`config.mk`:
```
export PLATFORM = sky130hd
export DESIGN_NAME = spsw_core
export DESIGN_NICKNAME = d
export VERILOG_FILES = /design/src/spsw_pkg.sv /design/src/spsw_core.sv
export SDC_FILE = /design/constraint.sdc
export NUM_CORES = 1
export LEC_CHECK = 0
export CORE_MARGIN = 2
export CORE_UTILIZATION = 40
export CTS_BUF_LIST = sky130_fd_sc_hd__clkbuf_16
export DETAILED_ROUTE_END_ITERATION = 7
export DONT_BUFFER_PORTS = 1
export PLACE_DENSITY = 0.65
export SYNTH_ARGS = -nofsm -noshare
export SYNTH_HDL_FRONTEND = slang
export SYNTH_SLANG_ARGS = --single-unit
```
`constraint.sdc`:
```
create_clock -name i_clk -period 5.74 [get_ports i_clk]
set_clock_uncertainty 0.15 [all_clocks]
set_input_delay 0.287 -clock i_clk [delete_from_list [all_inputs] [get_ports i_clk]]
set_output_delay 0.287 -clock i_clk [all_outputs]
set_load 0.05 [all_outputs]
```
`src/spsw_pkg.sv`:
```
// ----------------------------------------------------------------------------
// spsw_pkg: shared types and constants for the servo pulse relay switch
// Register map, configuration bundle and result bundle.
// ----------------------------------------------------------------------------
package spsw_pkg;

    localparam int unsigned APB_AW = 5;
    localparam int unsigned APB_DW = 32;
    localparam int unsigned PW_W   = 8;

    // Register indexes, taken from paddr[4:2].
    localparam logic [2:0] REG_THRESHOLD = 3'd0;
    localparam logic [2:0] REG_DEADBAND  = 3'd1;
    localparam logic [2:0] REG_DEB_LIMIT = 3'd2;
    localparam logic [2:0] REG_INACTIVE  = 3'd3;
    localparam logic [2:0] REG_ON_DELAY  = 3'd4;
    localparam logic [2:0] REG_POLARITY  = 3'd5;

    localparam logic [7:0]  RST_THRESHOLD = 8'd166;
    localparam logic [5:0]  RST_DEADBAND  = 6'd5;
    localparam logic [3:0]  RST_DEB_LIMIT = 4'd5;
    localparam logic [15:0] RST_INACTIVE  = 16'd25000;
    localparam logic [7:0]  RST_ON_DELAY  = 8'd39;
    localparam logic        RST_POLARITY  = 1'b1;

    typedef struct packed {
        logic [7:0]  pulse_threshold;
        logic [5:0]  deadband;
        logic [3:0]  debounce_limit;
        logic [15:0] inactive_limit;
        logic [7:0]  on_delay;
        logic        long_pulse_activates;
    } t_cfg;

    typedef struct packed {
        logic            relay_on;
        logic            active;
        logic            pulse_done;
        logic [PW_W-1:0] pulse_width;
    } t_result;

endpackage

```
`src/spsw_core.sv`:
```
// ----------------------------------------------------------------------------
// spsw_core: pulse timing, debounce and relay state
// Updates all switch state for one sample and forms its result.
// ----------------------------------------------------------------------------
module spsw_core
    import spsw_pkg::*;
#(
    parameter int unsigned WIDTH_BITS = 8,
    parameter int unsigned IDLE_BITS  = 16
) (
    input  logic    i_clk,
    input  logic    i_rst_n,
    input  logic    i_en,
    input  logic    i_level,
    input  logic    i_tick,
    input  t_cfg    i_cfg,
    output t_result o_result
);

    localparam int unsigned CMP_W = (IDLE_BITS > 16) ? IDLE_BITS : 16;
    localparam int unsigned JDG_W = ((WIDTH_BITS > 9) ? WIDTH_BITS : 9) + 2;
    localparam int unsigned EXT_W = (WIDTH_BITS > PW_W) ? WIDTH_BITS : PW_W;
    localparam logic [WIDTH_BITS-1:0] HIGH_MAX = {WIDTH_BITS{1'b1}};

    logic                  r_in_high, n_in_high;
    logic [IDLE_BITS-1:0]  r_low_cnt, n_low_cnt;
    logic [WIDTH_BITS-1:0] r_high_cnt, n_high_cnt;
    logic [3:0]            r_deb_cnt, n_deb_cnt;
    logic                  r_active, n_active;
    logic [7:0]            r_delay, n_delay;
    logic                  r_tick_pend, n_tick_pend;
    logic                  r_relay, n_relay;

    logic                    tick_any;
    logic [WIDTH_BITS-1:0]   high_base;
    logic signed [JDG_W-1:0] sw, upper, lower;
    logic                    is_long, is_short;
    logic [EXT_W-1:0]        width_ext;
    logic                    done;

    assign tick_any  = r_tick_pend | i_tick;
    assign high_base = r_in_high ? r_high_cnt : '0;
    assign sw        = JDG_W'($signed({1'b0, r_high_cnt}));
    assign upper     = JDG_W'($signed({1'b0, i_cfg.pulse_threshold}))
                     + JDG_W'($signed({1'b0, i_cfg.deadband}));
    assign lower     = JDG_W'($signed({1'b0, i_cfg.pulse_threshold}))
                     - JDG_W'($signed({1'b0, i_cfg.deadband}));
    assign is_long   = sw > upper;
    assign is_short  = sw < lower;
    assign width_ext = EXT_W'(r_high_cnt);

    always_comb begin
        n_in_high   = r_in_high;
        n_low_cnt   = r_low_cnt;
        n_high_cnt  = r_high_cnt;
        n_deb_cnt   = r_deb_cnt;
        n_active    = r_active;
        n_delay     = r_delay;
        n_tick_pend = tick_any;
        n_relay     = r_relay;
        done        = 1'b0;

        priority if (i_level) begin
            n_in_high  = 1'b1;
            n_high_cnt = (high_base < HIGH_MAX) ? high_base + 1'b1 : high_base;
        end else if (r_in_high) begin
            // Falling edge: judge the pulse, then run the on-delay on a latched or current tick.
            done = 1'b1;
            if (is_long) begin
                if (r_deb_cnt < i_cfg.debounce_limit) n_deb_cnt = r_deb_cnt + 1'b1;
                if (n_deb_cnt == i_cfg.debounce_limit) n_active = i_cfg.long_pulse_activates;
            end else if (is_short) begin
                if (r_deb_cnt != '0) n_deb_cnt = r_deb_cnt - 1'b1;
                if (n_deb_cnt == '0) n_active = ~i_cfg.long_pulse_activates;
            end
            if (tick_any) begin
                n_tick_pend = 1'b0;
                if (n_active) begin
                    if (r_delay >= i_cfg.on_delay) n_relay = 1'b1;
                    else n_delay = r_delay + 1'b1;
                end else begin
                    n_delay = '0;
                    n_relay = 1'b0;
                end
            end
            n_in_high  = 1'b0;
            n_high_cnt = '0;
            n_low_cnt  = '0;
        end else begin
            if (CMP_W'(r_low_cnt) < CMP_W'(i_cfg.inactive_limit)) begin
                n_low_cnt = r_low_cnt + 1'b1;
            end else begin
                // Signal lost: drop the relay, the active state and the on-delay count.
                n_relay  = 1'b0;
                n_active = 1'b0;
                n_delay  = '0;
            end
        end
    end

    always_ff @(posedge i_clk) begin
        if (!i_rst_n) begin
            r_in_high   <= 1'b0;
            r_low_cnt   <= '0;
            r_high_cnt  <= '0;
            r_deb_cnt   <= '0;
            r_active    <= 1'b0;
            r_delay     <= '0;
            r_tick_pend <= 1'b0;
            r_relay     <= 1'b0;
        end else if (i_en) begin
            r_in_high   <= n_in_high;
            r_low_cnt   <= n_low_cnt;
            r_high_cnt  <= n_high_cnt;
            r_deb_cnt   <= n_deb_cnt;
            r_active    <= n_active;
            r_delay     <= n_delay;
            r_tick_pend <= n_tick_pend;
            r_relay     <= n_relay;
        end
    end

    always_comb begin
        o_result.relay_on    = n_relay;
        o_result.active      = n_active;
        o_result.pulse_done  = done;
        o_result.pulse_width = done ? width_ext[PW_W-1:0] : '0;
    end

endmodule
```
# Word-level counts from Yosys, hierarchy flattened
# Cells that the tools add are included.
classes:
  add_sub_neg: 7
  multipliers: 0
  n_div: 0
  n_lt_le_gt_ge: 6
  eq_ne: 4
  shift: 0
  mux: 43
  bitwise: 3
  reduce_logical: 9
op_table:
  columns: ["operator", "n"]
  rows:
  - ["8-bit 2-to-1 mux", 10]
  - ["4-bit 2-to-1 mux", 11]
  - ["16-bit 2-to-1 mux", 2]
  - ["1-bit 2-to-1 mux", 20]
  - ["16-bit by 1-bit adder with 16-bit output, second input constant", 1]
  - ["8-bit by 1-bit adder with 8-bit output, second input constant", 2]
  - ["16-bit less-than comparator", 1]
  - ["8-bit by 6-bit adder with 9-bit output", 1]
  - ["8-bit by 9-bit > comparator with 1-bit output", 1]
  - ["9-bit less-than comparator", 1]
  - ["8-bit by 6-bit subtractor with 9-bit output", 1]
  - ["8-bit greater-or-equal comparator", 1]
  - ["8-bit less-than comparator, second input constant", 1]
  - ["2-bit nonzero test", 3]
  - ["5-bit AND reduction", 1]
  - ["4-bit by 1-bit adder with 4-bit output, second input constant", 1]
  - ["4-bit equality test", 1]
  - ["4-bit zero test", 1]
  - ["4-bit less-than comparator", 1]
  - ["4-bit AND reduction", 1]
  - ["4-bit nonzero test", 1]
  - ["4-bit by 1-bit subtractor with 4-bit output, second input constant", 1]
  - ["3-bit inequality test, second input constant", 1]
  - ["3-bit AND reduction", 1]
  - ["other kinds (5)", 6]
totals:
  regBits: 40
  latch_bits: 0
  ramBits: 0
  romBits: 0
  inputBits: 48
  output_inout_bits: 11
  word_cells: 80
  memories: 0

# Longest topological paths before layout
logic_depth:
  word_depth: 16
  mapped_depth: 21
  ltp_nobuf: 19

# Worst setup path before layout
# No wires, ideal clock.
synth_timing:
  path_type: "input-to-output"
  startpoint: "input port i_cfg[31] (netlist bit)"
  endpoint: "output port o_result[10] (netlist bit)"
  arrival_ns: 3.723
  required_time_ns: 5.303
  setup_slack_ns: 1.580
  cell_stages: 19
  path_buffers: 2
  path_cell_list: "inv_1 > ha_1 > o21ai_0 > a21oi_1 > o21ba_2 > nor2_1 > o21ai_0 > xor2_1 > ha_1 > nand3_1 > or2_1 > a21oi_1 > o211ai_1 > o41a_1 > a211oi_2 > buf_4 > nor2b_1 > o22ai_1 > buf_4"
synth_between:
  elab_chain_cells: 10
  word_cells_on_any_way: 12
  classes_between: "add/sub (2); order compare (2); mux (8)"
synth_rtl:
  columns: ["item", "line_no", "source"]
  rows:
  - ["start: declaration", "spsw_core.sv:16", "input t_cfg i_cfg,"]
  - ["8-bit by 6-bit subtractor with 9-bit output", "spsw_core.sv:47", "- JDG_W'($signed({1'b0, i_cfg.deadband}));"]
  - ["9-bit less-than comparator", "spsw_core.sv:49", "assign is_short = sw < lower;"]
  - ["1-bit 2-to-1 mux", "spsw_core.sv:72", "end else if (is_short) begin"]
  - ["1-bit 2-to-1 mux *", "spsw_core.sv:69", "if (is_long) begin"]
  - ["1-bit 2-to-1 mux *", "spsw_core.sv:66", "end else if (r_in_high) begin"]
  - ["1-bit 2-to-1 mux *", "spsw_core.sv:63", "priority if (i_level) begin"]
  - ["1-bit 2-to-1 mux *", "spsw_core.sv:78", "if (n_active) begin"]
  - ["1-bit 2-to-1 mux *", "spsw_core.sv:76", "if (tick_any) begin"]
  - ["1-bit 2-to-1 mux *", "spsw_core.sv:66", null]
  - ["1-bit 2-to-1 mux *", "spsw_core.sv:63", null]
  - ["end: declaration", "spsw_core.sv:17", "output t_result o_result"]
# Mark *: on every way between the ends. The rest lies on a longest branch, timed or not. The select of a mux whose other input is x is not followed.

==> metrics.yaml <==
status: "complete, no violations"
finalHoldViolations: 0
synthesis.nets: 614
rows: 36
ys_ff_latch: 40
placed_area_um2: 4050
design_area_um2: 4220
layout.nets: 605
cp-start-kind: "primary input"
core_area_um2: 9680
die_x_um: 103
slew-limit-headroom_pct: 14.8
vias: 3496
r2r_cells: 9
p_leak_nw: 1.96
synthArstFlopShare_pct: 0
maxCapViolations: 0
yosysSeqAreaShare_pct: 20.3
overflow: 0
drv_slew: 0
tns_ps: 0
die_height_um: 103
diodes: 0
cts.reportedPaths.clkPinSlew_ps: 60
drcViolationCount: 0
pre_cts_ws_ps: 897
whs_ps: 5.50
tritoncts: "built"
synth_warnings: 0
clock-sinks: 40
cp_num_buf_inv: 2
gp_congestion: 0.855
htree_levels: 2
fin_crit_ps: 4860
area_delta_synth_final_pct: 6.91
crit-reg2reg-launch: "r_high_cnt[6]$_SDFFE_PN0P_"
fmax_ghz: 0.206
layout-drive-gt1-share_pct: 2.81
timing.final.ws_setup_ps: 876
period_share_pct: 84.7
wl_per_cell_um: 14.1
cts_root_buf: "clkbuf_16"
track_usage_pct: 17.1
cp-end-kind: "output port"
syn_avg_cell_area_um2: 7.80
clock_latency_ps: 280
drt-total-wl_mm: 8.90
hp-class: "in -> reg"
cts_max_path_buffers: 2
ys.flop_type: "dfxtp_1"
crit_start: "i_cfg[30]"
start_util_pct: 40.8
worst_slew_pin_slew_ps: 1280
synth-edff-count: 0
setup_viol: 0
whs_path_depth: 2
crit_cells: 19
viasPerCell: 5.54
ir_worst_vdd_v: 0.000118
ioPinCount: 59
rsz0062_at_grt: "no"
critPathRequiredTime_ps: 5300
firstDrtPassIters: 4
syn-cell-area_um2: 3950
hold_start: "i_en"
drtIter0Drc: 207
ant_nets: 0
path_cells: "inv_1 > ha_1 > inv_1 > a21oi_1 > o21ai_0 > a21oi_1 > o21ba_2 > nor2_1 > o21ai_0 > xor2_1 > ha_1 > nand3_1 > or2_1 > a21oi_1 > o211ai_1 > o41a_1 > a211oi_2 > nor2b_1 > o22ai_1"
crit_family: "compound AO/OA/AOI/OAI gates"
grt_pass1_wl_mm: 14.9
antenna_found_initial: 0
dieArea_um2: 10700
dp_hpwl_mm: 6.94
grt_pass1_vias: 3389
portBuffers: 0
cp_data_arrival_time_ps: 4430
fillers: 968
grt_max_degree: 32
critPathKind: "in -> out"
crit_path_max_fanout: 11
crit_slowest_cell: "a211oi_2"
powerDensity_nw_per_um2: 173
path_common_cell: "a21oi_1"
synth_cells: 506
cts_buffers: 5
synth.distinct_cells: 61
cpPeakStageDelay_ps: 640
per-stage QoR:
step	power, W	std cells	utilization [%]
2_1_floorplan	0.000396	506	-
3_3_place_gp	0.000412	622	41.8
3_5_place_dp	0.000418	622	41.8
4_1_cts	0.000735	631	43.6
5_1_grt	0.000765	631	43.6
6_report	0.000729	631	43.6
worst register-to-register path, cell delays in order (launching register included):
cell,delay [ps]
dfxtp_1,500
ha_1,310
a211o_1,310
o221ai_1,200
a21oi_1,70
nor4_1,520
nand4_1,180
a211oi_2,640
nor3_2,240
a32o_1,310
report_power, final:
| group | switching, W | leakage [nW] | internal, W |
|---|---|---|---|
| Sequential | 0.00000190 | 0.323 | 0.000280 |
| Clock | 0.000113 | 0.0850 | 0.000203 |
| Combinational | 0.0000760 | 1.55 | 0.0000555 |
placed cells by master, fill, tap and decap left out, types with 11 or more instances in the layout:
cell	netlist	final
a21oi_1	27	27
nor2_1	44	43
xnor2_1	11	11
o21ai_0	17	17
nand3_1	11	11
xor2_1	19	19
o21ai_1	12	12
inv_1	50	51
a21o_1	18	18
ha_1	58	58
nand2_1	32	32
dfxtp_1	40	40
and2_1	16	16
worst paths after layout:
check | endpoint | slack (ps)
setup reg to reg | r_delay[1]$_SDFFE_PN0P_ | 2210
setup / recovery | o_result[10] | 880
hold reg to reg | r_tick_pend$_SDFFE_PN0P_ | 330
hold / removal | r_tick_pend$_SDFFE_PN0P_ | 6
what timing repair did:
item / 4_1_cts / 5_1_grt
gates resized for setup: 0 / 0
hold buffers: 1 / 0
buffers inserted: 0 / 0
hold endpoints to repair: 11 / 0
registers in the layout, summed over array words and instances (netlist names):
signal       count
r_deb_cnt        4
r_tick_pend      1
r_low_cnt       16
r_active         1
r_delay          8
r_high_cnt       8
r_relay          1
r_in_high        1
layer usage:
metal	up-vias	GRT usage [%]	routed length, um
li1	1797	-	-
met2	73	30.3	4220
met3	12	3.83	468
met4	0	4.35	114
met1	1614	20.8	4100
met5	-	0	0
cell usage after synthesis, drive strengths merged (3+ instances only):
cell type,instances,share of area [%]
ha,58,18
nor4,3,0.48
a21oi,27,3.4
nor2b,9,1.4
clkbuf,14,1.3
o21a,4,0.76
nand3,11,1.4
and2,16,2.5
a22o,7,1.6
o21ai,29,3.7
and3,9,1.4
nand4,8,1.3
a211oi,5,1.1
nor3,8,1.1
dfxtp,40,20
buf,4,0.76
o22ai,3,0.48
o31ai,5,0.95
nand2,32,3.0
nand2b,7,1.1
or3,5,0.79
o2111ai,7,1.6
a22oi,4,0.76
inv,50,4.8
xor2,19,4.2
nor2,44,4.2
o211ai,9,1.7
a21o,18,3.4
xnor2,11,2.4
o21bai,3,0.57
logic make-up (layout without fill, tap and decap cells):
kind of cell	after synthesis	after routing	share of synthesized area, %
XOR/XNOR	30	30	6.66
multiplexers	2	2	0.507
AO/OA/AOI/OAI	144	144	25.4
flip-flops	40	40	20.3
adder cells (fa/ha/maj)	60	60	19.4
buffers and inverters	68	60	6.85
AND/OR/NAND/NOR	162	162	21.0
final cells by class:
class	instances	area (um2)	share of cell area, %
inverters	50	188	4.45
clock inverters	3	38.8	0.919
well taps	133	166	3.94
repair buffers	2	17.5	0.415
flip-flops and latches	40	801	19.0
clock buffers	5	125	2.96
multi-input cells	398	2880	68.3
(Power assumes the default switching activity.)
