[src/spsw_pkg.sv]
// ----------------------------------------------------------------------------
// spsw_pkg: shared types and constants for the servo pulse relay switch
// Register map, configuration bundle and result bundle.
// ----------------------------------------------------------------------------
package spsw_pkg;

    localparam int unsigned APB_AW = 5;
    localparam int unsigned APB_DW = 32;
    localparam int unsigned PW_W   = 8;

    // Register indexes, taken from paddr[4:2].
    localparam logic [2:0] REG_THRESHOLD = 3'd0;
    localparam logic [2:0] REG_DEADBAND  = 3'd1;
    localparam logic [2:0] REG_DEB_LIMIT = 3'd2;
    localparam logic [2:0] REG_INACTIVE  = 3'd3;
    localparam logic [2:0] REG_ON_DELAY  = 3'd4;
    localparam logic [2:0] REG_POLARITY  = 3'd5;

    localparam logic [7:0]  RST_THRESHOLD = 8'd166;
    localparam logic [5:0]  RST_DEADBAND  = 6'd5;
    localparam logic [3:0]  RST_DEB_LIMIT = 4'd5;
    localparam logic [15:0] RST_INACTIVE  = 16'd25000;
    localparam logic [7:0]  RST_ON_DELAY  = 8'd39;
    localparam logic        RST_POLARITY  = 1'b1;

    typedef struct packed {
        logic [7:0]  pulse_threshold;
        logic [5:0]  deadband;
        logic [3:0]  debounce_limit;
        logic [15:0] inactive_limit;
        logic [7:0]  on_delay;
        logic        long_pulse_activates;
    } t_cfg;

    typedef struct packed {
        logic            relay_on;
        logic            active;
        logic            pulse_done;
        logic [PW_W-1:0] pulse_width;
    } t_result;

endpackage

[src/spsw_cfg.sv]
// ----------------------------------------------------------------------------
// spsw_cfg: configuration register file
// APB-style write and read access to the six switch settings.
// ----------------------------------------------------------------------------
module spsw_cfg
    import spsw_pkg::*;
(
    input  logic              i_clk,
    input  logic              i_rst_n,
    input  logic              psel,
    input  logic              penable,
    input  logic              pwrite,
    input  logic [APB_AW-1:0] paddr,
    input  logic [APB_DW-1:0] pwdata,
    output logic [APB_DW-1:0] prdata,
    output logic              pready,
    output t_cfg              o_cfg
);

    t_cfg       r_cfg;
    logic       wr_en;
    logic [2:0] reg_idx;

    assign pready  = 1'b1;
    assign reg_idx = paddr[4:2];
    assign wr_en   = psel & penable & pwrite;

    always_ff @(posedge i_clk) begin
        if (!i_rst_n) begin
            r_cfg.pulse_threshold      <= RST_THRESHOLD;
            r_cfg.deadband             <= RST_DEADBAND;
            r_cfg.debounce_limit       <= RST_DEB_LIMIT;
            r_cfg.inactive_limit       <= RST_INACTIVE;
            r_cfg.on_delay             <= RST_ON_DELAY;
            r_cfg.long_pulse_activates <= RST_POLARITY;
        end else if (wr_en) begin
            unique case (reg_idx)
                REG_THRESHOLD: r_cfg.pulse_threshold      <= pwdata[7:0];
                REG_DEADBAND:  r_cfg.deadband             <= pwdata[5:0];
                REG_DEB_LIMIT: r_cfg.debounce_limit       <= pwdata[3:0];
                REG_INACTIVE:  r_cfg.inactive_limit       <= pwdata[15:0];
                REG_ON_DELAY:  r_cfg.on_delay             <= pwdata[7:0];
                REG_POLARITY:  r_cfg.long_pulse_activates <= pwdata[0];
                default: begin
                end
            endcase
        end
    end

    always_comb begin
        prdata = '0;
        unique case (reg_idx)
            REG_THRESHOLD: prdata = APB_DW'(r_cfg.pulse_threshold);
            REG_DEADBAND:  prdata = APB_DW'(r_cfg.deadband);
            REG_DEB_LIMIT: prdata = APB_DW'(r_cfg.debounce_limit);
            REG_INACTIVE:  prdata = APB_DW'(r_cfg.inactive_limit);
            REG_ON_DELAY:  prdata = APB_DW'(r_cfg.on_delay);
            REG_POLARITY:  prdata = APB_DW'(r_cfg.long_pulse_activates);
            default:       prdata = '0;
        endcase
    end

    assign o_cfg = r_cfg;

endmodule

[config.mk]
export PLATFORM = sky130hd
export DESIGN_NAME = spsw_cfg
export DESIGN_NICKNAME = d
export VERILOG_FILES = /design/src/spsw_pkg.sv /design/src/spsw_cfg.sv
export SDC_FILE = /design/constraint.sdc
export NUM_CORES = 1
export LEC_CHECK = 0
export ABC_AREA = 0
export BUFFER_PORTS_ARGS = -buffer_cell sky130_fd_sc_hd__buf_2
export CORE_ASPECT_RATIO = 0.75
export CORE_MARGIN = 1
export CORE_UTILIZATION = 50
export CTS_BUF_LIST = sky130_fd_sc_hd__clkbuf_4
export DETAILED_ROUTE_END_ITERATION = 8
export GPL_TIMING_DRIVEN = 0
export PLACE_DENSITY = 0.95
export SLEW_MARGIN = 20
export SYNTH_ARGS = -nofsm -noshare
export SYNTH_HDL_FRONTEND = slang
export SYNTH_SLANG_ARGS = --single-unit
[constraint.sdc]
create_clock -name i_clk -period 3.2 [get_ports i_clk]
set_input_delay 0.32 -clock i_clk [delete_from_list [all_inputs] [get_ports i_clk]]
set_output_delay 0.32 -clock i_clk [all_outputs]
set_load 0.005 [all_outputs]
-- Yosys cells after proc, flatten, opt, wreduce, memory -nomap -nowiden
Cells that the tools add are included.
- flip-flop bits (word level): 43
- input port bits: 42
- logic and storage cells: 21
- equality and inequality tests: 5
- multiplexer cells: 1
- bitwise operators: 2
- reduce and logical (&&, ||, !) cells: 7
- operators by type and width (operator ; count):
    16-bit case mux with 6 select lines ; 1
    2-bit AND reduction ; 6
    3-bit by 2-bit equality test with 1-bit output (second input constant) ; 2
    3-bit equality test (second input constant) ; 2
    3-bit by 1-bit equality test with 1-bit output (second input constant) ; 1
    3-bit zero test ; 1
    1-bit bitwise AND ; 2

-- Logic depth before layout (Yosys ltp)
Gate-level depths: netlist of the first run.
- depth after elaboration: 3
- mapped depth: 5

-- Least setup slack after synthesis of the first run
Ideal clock, no wire load.
- path kind: in2out
- start point: input paddr[4]
- end point: output prdata[0]
- data arrival time: 1101 ps
- data required time: 2880 ps
- setup slack: 1779 ps
- stages on the path: 2
- cell sequence: mux4_1 -> mux2_2
- cells in the longest elaborated chain, start to end: 2
- elaborated cells between the ends (all ways): 7
- classes of those cells: 5 x eq/ne; 1 x mux; 1 x reduce/logical
- RTL lines (element ; RTL line ; source):
    start: declaration ; spsw_cfg.sv:13 ; input logic [APB_AW-1:0] paddr,
    3-bit equality test (tied with other cells) ; spsw_cfg.sv:52 ; unique case (reg_idx)
    16-bit case mux with 6 select lines (*) ; spsw_cfg.sv:52 ;
    end: declaration ; spsw_cfg.sv:15 ; output logic [APB_DW-1:0] prdata,
Every way passes the cells marked *; elsewhere a longest branch is shown, timed or not.

-- Worst setup path after layout of the first run
- start point: register r_cfg, in the netlist o_cfg[29]
- end point: output prdata[0]
- cells in the longest elaborated chain, start to end: 1
- RTL lines (element ; RTL line ; source):
    start: declaration ; spsw_cfg.sv:20 ; t_cfg r_cfg;
    16-bit case mux with 6 select lines ; spsw_cfg.sv:52 ;
No other way between the ends.

==> results.ini, run 1 <==
[worst_setup_path]
rr_endpoint=o_cfg[25]
worstSetupStartpoint=o_cfg[29]
cp-endpoint=prdata[0]
critPathTopFamily=multiplexers
ff2ff_path_depth=1
cpMaxStageDelayCell=mux4_1
r2r_setup_slack_ps=2480
path_buf_inv=1
cp-end-kind=output port
slowest_delay_ps=500
worstReg2RegStart=o_cfg[25]
cp_max_fo=3
crit_chain=mux4_1, mux2_2, buf_2
worstPathArrival_ps=1610
crit_type=register to output port
cp.required_ps=2880
critPathLaunchType=register
path_depth=3

[drt]
finalWirelength_um=5860
drt_pass1_iterations=4
postRouteAntennaNets=0
drtIter0Drc=157
viasPerCell=5.21
wire_per_inst_um=14.5
dr_total_vias=2105
drcViolationCount=0

[finish]
fillCellCount=362
nets=390
drive_gt1_share_pct=34.7
final_cell_count_no_fill=404
final_common_cell=buf_2
num_antenna_cells=0
largest_reg_flops=43
layout_common_cells=buf_2, dfxtp_1, nand2_1
syn_to_final_growth_pct=26.4

[logic_synthesis]
yosysUniqueCellTypes=37
synthArstFlopShare_pct=0
ys.flop_type=dfxtp_1
synth_seq_cells=43
syn_area_mm2=0.00221
synth_area_per_cell_um2=8.99
netlist_instances=246
synth-edff-count=0
ys_warn_count=0
yosysSeqAreaShare_pct=38.9

[clock_tree]
cts-resized-gates=0
ctsHoldBuffers=0
post-cts-setup-buffer-count=0
clkTransAtPathRegs_ps=130
clock-sinks=43
cts_buffers=5
htreeDepth=2
cts_tree=built
cts-root-buf=clkbuf_4
clock_latency_ps=350
clk_path_buf_depth=2

[sta]
fin_tns_setup_ps=0
whs_ps=210
finClkSkew_ps=0
max_freq_mhz=519
rsz0062_at_grt=false
worstMarginPinSlew_ps=632
finalCriticalPeriod_ps=1930
slew_viol_final=0
fin_crit_sh_pct=60.3
fin_ws_ps=1270
final_hold_viol_count=0
relSlewSlack_pct=57.9
setup_violations=0

[run]
maxCapViolations=0

[global_route]
grt_pass1_wl_um=9290
grt_max_degree=13
grt-ovfl-total=0
grt_antenna_before_repair=0
grt_pass1_vias=1881
use_met1_pct=36.7
use_met2_pct=42.2
use_met3_pct=4.92
busiest_layer=met2
grt.total_usage_pct=26.5

[die]
dieArea_mm2=0.00469
dieWidth_um=78.8
die_height_um=59.6
core_area_mm2=0.00415
initial_core_util_pct=53.2
pin_count=118
placementRows=20

[placed_design]
place.gp.congestion=0.867
portBuffers=80
dp.final_hpwl_um=4310
dp.cells=396
dp_slack_ps=1420

[power_and_ir_drop]
p_per_area_mw_per_mm2=342
p_leak_nw=1.39
irDropWorstVdd_uv=172
finalPower_mw=0.956

[hold_path]
hp-class=input port to register

[run_status]
outcome=finished clean

## synth_stat cells (all sizes together) (2+ instances only)
library cell / n / area share [%]
nand2: 44 / 7.7
dfxtp: 43 / 39
mux2i: 37 / 17
buf: 25 / 8.4
o21ai: 20 / 4.5
nor2: 10 / 1.8
and2: 8 / 2.3
clkbuf: 8 / 1.4
inv: 8 / 1.4
o311ai: 8 / 3.2
nand3: 6 / 1.4
o211ai: 3 / 1.0
a2bb2oi: 2 / 0.79
and3b: 2 / 0.79
conb: 2 / 0.34
mux2: 2 / 1.0
nor2b: 2 / 0.57
o21a: 2 / 0.68
o2bb2ai: 2 / 0.79
## per-stage QoR
step	area, um^2	utilization, %
6_report	2790	67.3
5_1_grt	2790	67.3
4_1_cts	2790	67.3
3_5_place_dp	2740	65.9
3_3_place_gp	2740	65.9
2_1_floorplan	2270	-
## cell type report
cell class,instances,area [um^2],share of cell area (%)
multi-input combinational,177,1160,41.6
sequential,43,861,30.8
timing repair buffer,80,400,14.3
buffer,33,215,7.70
tap,55,68.8,2.46
clock buffer,7,52.6,1.88
inverter,8,30.0,1.07
clock inverter,1,5.00,0.179
## where the power goes
group | switching [mW] | total [mW] | internal, mW | leakage, nW
combinational | 0.0766 | 0.139 | 0.0620 | 1.01
clock | 0.170 | 0.273 | 0.103 | 0.0361
sequential | 0.00383 | 0.544 | 0.540 | 0.348
## how the worst min path moves through the flow
stage                           from        end  slack, ps  depth (start not counted)
after global routing      pwdata[15]  o_cfg[24]        210                          3
after floorplan            pwdata[5]  o_cfg[34]        460                          2
after detailed placement   o_cfg[11]  o_cfg[11]        460                          2
after CTS                 pwdata[10]  o_cfg[19]        200                          3
final                     pwdata[10]  o_cfg[19]        210                          3
after global placement     o_cfg[18]  o_cfg[18]        450                          2
## worst min-delay path: cells and delay by family
family	cells	cell delay [ps]
muxes	1	50
and+or+nand+nor	1	50
buffers and inverters	1	90
## routing by layer
| metal | up-vias | routed length [um] |
|---|---|---|
| met5 | - | 0 |
| met4 | 0 | 87 |
| met3 | 12 | 571 |
| met2 | 110 | 2620 |
| met1 | 966 | 2580 |
| li1 | 1017 | - |
## cells by family after synthesis
group / share of synthesized area (%)
AND/OR/NAND/NOR: 18.4
flip-flops: 38.9
AO/OA/AOI/OAI: 12.2
buffers and inverters: 11.1
multiplexers: 19.0
other: 0.340
No activity file was read; power rests on OpenSTA's default activity.
==> run 2: changes to the inputs <==
ABC_AREA = 1   (was 0)
CORE_UTILIZATION = 42   (was 50)
PLACE_DENSITY = 0.87   (was 0.95)
clock period = 1.5 ns   (was 3.2 ns; I/O delays follow)
==> run 2 against run 1 <==
Net effect:
- largest power group unchanged
- non-clock buffer count grew 2
- count of clock-buffer cells in the layout shrank 1
- clock skew is the same
- register-to-register slack lost 1600 ps
==> results.ini, run 2 <==
[run_status]
outcome=finished clean

[clock_tree]
clock-sinks=43
cts-root-buf=clkbuf_4
clk_path_buf_depth=2
clkTransAtPathRegs_ps=110
htreeDepth=2
clock_latency_ps=360
cts_buffers=5
cts_tree=built

[worst_setup_path]
rr_endpoint=o_cfg[31]
path_buf_inv=5
worstReg2RegStart=o_cfg[31]
cpMaxStageDelayCell=buf_2
ff2ff_path_depth=2
cp.required_ps=1350
critPathLaunchType=input port
worstPathArrival_ps=1230
cp_max_fo=10
r2r_setup_slack_ps=870
slowest_delay_ps=170
cp-end-kind=output port
crit_type=input port to output port
cpMostUsedCell=nand2_1
crit_chain=buf_2, inv_2, nand2_2, nor2_1, buf_6, nand2_1, nand2_1, inv_1, nand2_1, buf_2
critPathTopFamily=buffers and inverters

[power_and_ir_drop]
p_per_area_mw_per_mm2=699
p_leak_nw=1.64
finalPower_mw=2.05
irDropWorstVdd_uv=300

[hold_path]
hp-class=input port to register
hold_depth=3
min_to=o_cfg[12]
min_from=pwdata[3]

[placed_design]
dp.final_hpwl_um=4720
placed_area_mm2=0.00282
dp.cells=525
place.gp.congestion=0.876
portBuffers=80

[global_route]
grt_antenna_before_repair=0
grt_pass1_wl_um=10100
grt.total_usage_pct=23.0
grt_pass1_vias=2193
grt_max_degree=13
grt-ovfl-total=0

[die]
core_area_mm2=0.00504
initial_core_util_pct=45.2
dieArea_mm2=0.00572
die_height_um=65.7
placementRows=22
pin_count=118
dieWidth_um=87.0

[logic_synthesis]
synth_area_leader_cell=dfxtp_1
syn_area_mm2=0.00227
ys.flop_type=dfxtp_1
yosysUniqueCellTypes=21
yosys-top-cells-count=nand2_1, nor2_1, dfxtp_1, nand3_1, inv_1
synth-edff-count=0
synth_seq_cells=43
ys_top_cells_by_area=dfxtp_1, nand2_1, nor2_1
synthArstFlopShare_pct=0
yosysSeqAreaShare_pct=37.8
synth.most_common_cell=nand2_1
ys_warn_count=0
netlist_instances=358
synth_area_per_cell_um2=6.35
synth_top_cell_area_share_pct=37.8

[sta]
fin_crit_sh_pct=91.8
setup_violations=0
max_freq_mhz=727
slew_viol_final=0
final_hold_viol_count=0
finClkSkew_ps=0
worstMarginPinSlew_ps=538
finalCriticalPeriod_ps=1380
relSlewSlack_pct=64.1

[drt]
viasPerCell=4.53
postRouteAntennaNets=0
drcViolationCount=0
drtIter0Drc=146
wire_per_inst_um=11.5
drt_pass1_iterations=4
finalWirelength_um=6200
dr_total_vias=2437

[finish]
layout_common_cells=nand2_1, buf_2, nor2_1
fillCellCount=510
nets=507
largest_reg_flops=43
drive_gt1_share_pct=28.3
syn_to_final_growth_pct=28.7
final_common_cell=nand2_1
final_cell_count_no_fill=538
num_antenna_cells=0
final_area_mm2=0.00293

[run]
maxCapViolations=0

-- run 2: cell types whose count changed after synthesis, sizes merged, moves of 3 or more --
| cell | before | now |
|---|---|---|
| nand3 | 6 | 44 |
| and2 | 8 | 0 |
| inv | 8 | 38 |
| nor2 | 10 | 75 |
| o211ai | 3 | 0 |
| buf | 25 | 28 |
| mux2i | 37 | 0 |
| clkbuf | 8 | 2 |
| nand4 | 1 | 6 |
| o21ai | 20 | 1 |
| nand2 | 44 | 118 |
| o311ai | 8 | 0 |
-- run 2: layout make-up --
| type | instances | area [um^2] | area share [%] |
|---|---|---|---|
| Buffer | 30 | 210 | 7.18 |
| Clock buffer | 6 | 45.0 | 1.54 |
| Clock inverter | 2 | 7.51 | 0.257 |
| Inverter | 38 | 143 | 4.87 |
| Multi-Input combinational cell | 262 | 1120 | 38.4 |
| Sequential cell | 43 | 861 | 29.4 |
| Tap cell | 72 | 90.1 | 3.08 |
| Timing Repair Buffer | 85 | 445 | 15.2 |
-- run 2: cell families after synthesis --
| logic type | Yosys count | share of synthesized area, % |
|---|---|---|
| buffers and inverters | 68 | 15.5 |
| other | 2 | 0.330 |
| AND/OR/NAND/NOR | 243 | 45.9 |
| AO/OA/AOI/OAI | 2 | 0.440 |
| flip-flops | 43 | 37.8 |
-- run 2: metal layers --
metal	routed length (um)	global-route usage, %	vias to the layer above
li1	-	-	1270
met1	2780	29.0	1066
met2	2840	38.3	93
met3	512	5.15	8
met4	68	9.17	0
met5	0	0	-
-- run 2: metrics by stage --
stage	setup slack [ps]	hold WS [ps]	utilization [%]	setup TNS [ps]
floorplan	440	276	-	0
global placement	57.8	361	56.0	0
detailed placement	49.0	366	56.0	0
CTS	46.4	20.8	57.7	0
global route	-4.92	18.5	58.1	-4.92
finish	124	27.3	58.1	0
-- run 2: repair_timing --
| action | 4_1_cts | 5_1_grt |
|---|---|---|
| resized for setup | 0 | 2 |
| endpoints found under the setup margin | 0 | 3 |
| endpoints found under the hold margin | 3 | 0 |
| setup buffers | 0 | 2 |
| hold buffers | 3 | 0 |
-- run 2: worst max-delay path by stage --
stage,start,end,slack [ps],cells after the start
5_1_grt,paddr[2],prdata[4],-5,9
6_report,paddr[3],prdata[1],120,10
4_1_cts,paddr[2],prdata[5],50,9
3_5_place_dp,paddr[2],prdata[5],50,9
2_1_floorplan,paddr[4],prdata[1],440,8
3_3_place_gp,paddr[2],prdata[5],60,9
-- run 2: tightest hold or removal path: cells and delay by family --
family                 cells  cell delay (ps)
AND/OR/NAND/NOR            2              110
buffers and inverters      1               90
-- run 2: where the power goes --
| part | total (mW) | internal [mW] | switching, mW |
|---|---|---|---|
| clock network | 0.562 | 0.192 | 0.370 |
| logic | 0.315 | 0.131 | 0.185 |
| registers | 1.17 | 1.16 | 0.0115 |
| total | 2.05 | 1.48 | 0.566 |
